==> src/hw/rtl/earp_pkg.sv <==
// Shared constants and helpers for the roll-pitch-yaw point rotator.
// No dependencies; used by the CORDIC stage, the matrix stage and the top level.
`default_nettype none
package earp_pkg;
	localparam int CordicStepsDefault = 16;
	localparam int CoordBitsDefault   = 24;
	localparam int AtanLen            = 24;
	localparam int AngW               = 16;
	localparam int ZW                 = 20;
	localparam int TW                 = 17;
	localparam int MW                 = 17;

	localparam logic signed [ZW-1:0] HalfPi   = 20'sd102944;
	localparam logic signed [ZW-1:0] Pi       = 20'sd205887;
	localparam logic signed [TW-1:0] CordGain = 17'sd9949;
	localparam logic signed [TW-1:0] OneQ14   = 17'sd16384;

	// Arctangent of 2^-i in units of 2^-16 rad.
	function automatic logic signed [ZW-1:0] atan_lut(input int i);
		logic signed [ZW-1:0] r;
		begin
			case (i)
				0: r = 20'sd51472;
				1: r = 20'sd30386;
				2: r = 20'sd16055;
				3: r = 20'sd8150;
				4: r = 20'sd4091;
				5: r = 20'sd2047;
				6: r = 20'sd1024;
				7: r = 20'sd512;
				8: r = 20'sd256;
				9: r = 20'sd128;
				10: r = 20'sd64;
				11: r = 20'sd32;
				12: r = 20'sd16;
				13: r = 20'sd8;
				14: r = 20'sd4;
				15: r = 20'sd2;
				16: r = 20'sd1;
				default: r = '0;
			endcase
			return r;
		end
	endfunction

	// Product of two Q1.14 values, rounded half up.
	function automatic logic signed [MW-1:0] mulq(input logic signed [MW-1:0] a,
			input logic signed [MW-1:0] b);
		logic signed [2*MW-1:0] p;
		begin
			p = a * b + 34'sd8192;
			return p[MW+13:14];
		end
	endfunction
endpackage
`default_nettype wire

==> src/hw/rtl/earp_cordic.sv <==
// Pipelined rotation-mode CORDIC: sine and cosine of one angle in Q1.14.
// Depends on earp_pkg. One iteration per register stage, stall freezes all stages.
`default_nettype none
module earp_cordic import earp_pkg::*; #(
	parameter int CORDIC_STEPS = CordicStepsDefault
) (
	input  wire logic                  clk,
	input  wire logic                  en,
	input  wire logic signed [AngW-1:0] angle,
	output logic signed [TW-1:0]       sin_o,
	output logic signed [TW-1:0]       cos_o
);
	localparam int N = (CORDIC_STEPS < AtanLen) ? CORDIC_STEPS : AtanLen;

	logic signed [TW-1:0] x_q [N+1];
	logic signed [TW-1:0] y_q [N+1];
	logic signed [ZW-1:0] z_q [N+1];
	logic                 n_q [N+1];
	logic signed [ZW-1:0] z0;
	logic signed [TW-1:0] xc, yc;

	// Fold the angle into the right half plane.
	always_comb begin
		z0 = ZW'(angle) <<< 3;
	end

	always_ff @(posedge clk) begin
		if (en) begin
			x_q[0] <= CordGain;
			y_q[0] <= '0;
			if (z0 > HalfPi) begin
				z_q[0] <= z0 - Pi;
				n_q[0] <= 1'b1;
			end else if (z0 < -HalfPi) begin
				z_q[0] <= z0 + Pi;
				n_q[0] <= 1'b1;
			end else begin
				z_q[0] <= z0;
				n_q[0] <= 1'b0;
			end
		end
	end

	// One micro-rotation per stage.
	for (genvar i = 0; i < N; i++) begin : g_it
		always_ff @(posedge clk) begin
			if (en) begin
				n_q[i+1] <= n_q[i];
				if (z_q[i] >= 0) begin
					x_q[i+1] <= x_q[i] - (y_q[i] >>> i);
					y_q[i+1] <= y_q[i] + (x_q[i] >>> i);
					z_q[i+1] <= z_q[i] - atan_lut(i);
				end else begin
					x_q[i+1] <= x_q[i] + (y_q[i] >>> i);
					y_q[i+1] <= y_q[i] - (x_q[i] >>> i);
					z_q[i+1] <= z_q[i] + atan_lut(i);
				end
			end
		end
	end

	// Clamp to unit range and restore the sign.
	always_comb begin
		xc = (x_q[N] > OneQ14) ? OneQ14 : ((x_q[N] < -OneQ14) ? -OneQ14 : x_q[N]);
		yc = (y_q[N] > OneQ14) ? OneQ14 : ((y_q[N] < -OneQ14) ? -OneQ14 : y_q[N]);
	end

	always_ff @(posedge clk) begin
		if (en) begin
			cos_o <= n_q[N] ? -xc : xc;
			sin_o <= n_q[N] ? -yc : yc;
		end
	end

	// The z residual of the last stage is not needed further.
	logic unused_z;
	assign unused_z = ^z_q[N];
endmodule
`default_nettype wire

==> config.mk <==
export PLATFORM = sky130hd
export DESIGN_NAME = earp_cordic
export DESIGN_NICKNAME = d
export VERILOG_FILES = /design/src/hw/rtl/earp_pkg.sv /design/src/hw/rtl/earp_cordic.sv
export SDC_FILE = /design/constraint.sdc
export NUM_CORES = 2
export LEC_CHECK = 0
export BUFFER_PORTS_ARGS = -buffer_cell sky130_fd_sc_hd__buf_2
export CORE_ASPECT_RATIO = 1.75
export CORE_MARGIN = 4
export CORE_UTILIZATION = 55
export CTS_BUF_LIST = sky130_fd_sc_hd__clkbuf_2 sky130_fd_sc_hd__clkbuf_4 sky130_fd_sc_hd__clkbuf_8
export DETAILED_ROUTE_END_ITERATION = 16
export PLACE_DENSITY = 0.77
export SLEW_MARGIN = 20
export SYNTH_ARGS = -nofsm -noshare
export SYNTH_HDL_FRONTEND = slang
export SYNTH_SLANG_ARGS = --single-unit
==> constraint.sdc <==
create_clock -name clk -period 4.26 [get_ports clk]
set_input_delay 0.426 -clock clk [delete_from_list [all_inputs] [get_ports clk]]
set_output_delay 0.426 -clock clk [all_outputs]
set_load 0.005 [all_outputs]
==> summary.md <==
| Metric | Value |
|---|---|
| Status | `complete, no violations` |
| Tot GR Track Use | `between 20% and 30%` |
| Worst-path maximum fanout | `23` |
| Largest net degree at the start of global routing | `144` |
| Slew headroom | `between 30% and 40%` |
| Clk Latency, worst-skew pair | `880 ps` |
| Critical Path End Type | `flop` |
| Worst r2r path cells | `15` |
| Worst-path clk slew | `60 ps` |
| FFs w/ async S/R, synth | `0%` |
| CP max stage cell | `dlygate4sd3_1` |
| Dpl hpwl | `122000 µm` |
| Data arrival, critical path | `4690 ps` |
| Clock buffer count from CTS | `135` |
| Cell Chain, Critical Path | `dlygate4sd3_1 -> buf_8 -> buf_12 -> and2_1 -> inv_1 -> o21ai_1 -> fa_1 -> nor2b_1 -> o21ai_0 -> a21boi_0 -> o211ai_1 -> a21oi_1 -> a2111oi_0 -> o31ai_1 -> a2111oi_0 -> nor3_1` |
| Worst r2r src | `z_q[2][19]` |
| Area Growth Syn to Fin | `8.74%` |
| # fillers | `between 9000 and 10000` |
| Crit path max-delay family | `compound AO/OA/AOI/OAI gates` |
| Hold Vio Cnt, Final | `0` |
| I/O pins | `52` |
| Met2 wire length | `86000 µm` |
| Port bufs | `51` |
| # DRC | `0` |
| Routability-driven placement congestion ratio | `0.986` |
| Drt via density | `just under 6` |
| Initial antenna violation count | `2` |
| Total iterations of the first detailed-routing run | `6` |
| Most common cell on crit path | `a2111oi_0` |
| Fin. max-slew vios | `0` |
| Worst Skew | `46.9 ps` |
| Die width | `262 µm` |
| Slowest stage delay, CP | `560 ps` |
| Min-Delay Endpoint | `z_q[0][7]` |
| Min Hold Slack | `158 ps` |
| Final setup fails | `0` |
| Post-layout min period | `roughly 4100 ps` |
| First-pass GRT wire length | `~240000 µm` |
| Clock H-tree levels | `4` |
| Min-delay worst type | `in -> reg` |
| Synth cell types | `86` |
| Number of synthesized flops with an enable pin | `838` |
| DRT met1 WL | `around 47000 µm` |
| Total core area | `0.112 mm²` |
| Critical path depth in cells | `16` |
| Final setup TNS | `0 ps` |
| Ys Warns | `0` |
| WL/cell | `19.4 µm` |
| DRT Wirelength | `approximately 160000 µm` |
| Nets@finish | `approximately 7200` |
| Post-synthesis sequential area ratio | `40.5%` |
| Crit path launch type | `input port` |
| Crit path required time | `4850 ps` |
| Critical R2R Capture | `y_q[3][16]` |
| Total grt overflow | `0` |
| Worst path bufs/invs | `4` |
| Vias post-DR | `47846` |
| Vias in the first global route | `49061` |
| Cell row count | `roughly 160` |
| Syn Area/Cell | `around 10 µm²` |
| Slew @ Worst Pin | `1050 ps` |
| Flops & latches, synth | `about 840` |
| Met3 Wirelength | `5200 µm` |
| CTS sink count | `838` |
| Hold_sp | `angle[4]` |
| Fmax | `0.244 GHz` |
| Max-capacitance violation count | `0` |
| Chip height | `452 µm` |
| Die area | `0.119 mm²` |
| Post-route ant nets | `0` |
| Cell Area, Synth | `0.0621 mm²` |
| Starting Density | `55.6%` |
| Initial drt markers | `2641` |
| Flop2flop setup slack | `240 ps` |
| CTS Root Cell | `clkbuf_8` |
| Share of cells above drive strength 1 | `approximately 7.0%` |
| CTS tree | `done` |
| DR top layer | `met4` |
| Period Utilization, post-route | `96.3%` |
| Maximum root-to-sink buffer count | `3` |
| Dominant synthesized flop cell | `edfxtp_1` |
| Hold Path Depth | `4` |
| Final core occ | `60.5%` |
| Synth Instances | `6228` |
| Crit Path Class | `in -> reg` |
## cells in the final DEF (no fill, tap or decap), types with 38 or more instances in the layout
| master | instances |
|---|---|
| fa_1 | 40 |
| a21o_1 | 113 |
| o21ai_0 | 287 |
| a21oi_1 | 464 |
| and2_1 | 40 |
| a211oi_1 | 61 |
| clkinv_1 | 38 |
| nor3_1 | 204 |
| clkbuf_8 | 135 |
| xnor2_1 | 589 |
| buf_4 | 129 |
| nand2b_1 | 45 |
| o21bai_1 | 48 |
| and3_1 | 53 |
| or3_1 | 97 |
| nand3_1 | 139 |
| ha_1 | 678 |
| inv_1 | 415 |
| xor2_1 | 188 |
| nor2_1 | 535 |
| edfxtp_1 | 838 |
| nand2_1 | 419 |
| a21boi_0 | 52 |
| a31oi_1 | 38 |
| nor2b_1 | 128 |
| buf_2 | 50 |
| o31ai_1 | 94 |
| o21a_1 | 62 |
## tightest hold or removal path: cells and delay by family
| kind | cells | cell delay (ps) |
|---|---|---|
| adder cells (fa/ha/maj) | 1 | 130 |
| buffers and inverters | 2 | 240 |
| AO/OA/AOI/OAI | 1 | 60 |
## cell usage after synthesis (35+ instances only)
cell type	count	area, µm²
or3_1	97	607
and2_1	40	250
a211oi_1	61	458
nand2_1	419	1570
nor2b_1	128	801
ha_1	678	8480
a31oi_1	38	238
and3_1	53	332
xor2_1	188	1650
nand2b_1	45	282
nand3_1	139	696
clkbuf_1	106	398
o31ai_1	95	713
o41ai_1	35	307
xnor2_1	589	5160
inv_1	415	1560
o21bai_1	48	360
nor2_1	535	2010
a21oi_1	464	2320
o21ai_0	290	1450
edfxtp_1	838	25200
a21o_1	113	848
a21boi_0	52	390
o21a_1	62	465
nor3_1	205	1030
o211ai_1	35	263
fa_1	40	801
## final cells by class
class	instances	area (µm²)	area share, %
Sequential cell	838	25200	37.3
Antenna cell	3	7.51	0.0111
Clock inverter	80	503	0.745
Inverter	419	1570	2.33
Timing Repair Buffer	200	1470	2.18
Tap cell	1476	1850	2.74
Clock buffer	162	2060	3.05
Multi-Input combinational cell	4844	34900	51.7
## routing by layer
metal	up-vias	track usage (%)
met3	686	3.99
li1	23271	-
met1	22620	20.5
met2	1269	51.4
met4	0	24.4
met5	-	0
## per-stage QoR
stage	setup WS [ps]	instances	cell area [µm²]
floorplan	47.4	6230	62100
global placement	-398	7761	64800
detailed placement	-88.5	7761	64800
CTS	171	8019	67500
global route	-10.0	8021	67500
finish	157	8022	67500
## logic make-up after synthesis
group           Yosys count  share of synthesized area [%]
simple gates           1787                           13.7
buf+inv                 548                           3.33
fa+ha+maj               726                           15.1
compound gates         1515                           15.8
flops                   838                           40.5
mux                      35                          0.582
xor+xnor                777                           11.0
other cells               2                         0.0121
## state kept, by name, summed over array words and instances (netlist names)
| name | flops |
|---|---|
| sin_o | 17 |
| n_q | 17 |
| x_q | 252 |
| z_q | 281 |
| y_q | 254 |
| cos_o | 17 |
## timing repair
| item | CTS | global route |
|---|---|---|
| endpoints found under the hold margin | 22 | 0 |
| endpoints found under the setup margin | 0 | 6 |
| gates resized for setup | 0 | 7 |
| hold buffers | 16 | 0 |
| setup buffers | 0 | 0 |
## worst max-delay path by stage
stage	from	endpoint	slack, ps
CTS	z_q[5][19]	y_q[6][16]	170
global placement	en	z_q[14][19]	-400
floorplan	en	y_q[9][16]	50
global route	z_q[13][19]	z_q[14][19]	-10
finish	en	y_q[9][16]	160
detailed placement	en	y_q[9][16]	-90
Power is not shown: default switching activity piles up to over one toggle a cycle in this logic, so the estimate is an artifact.
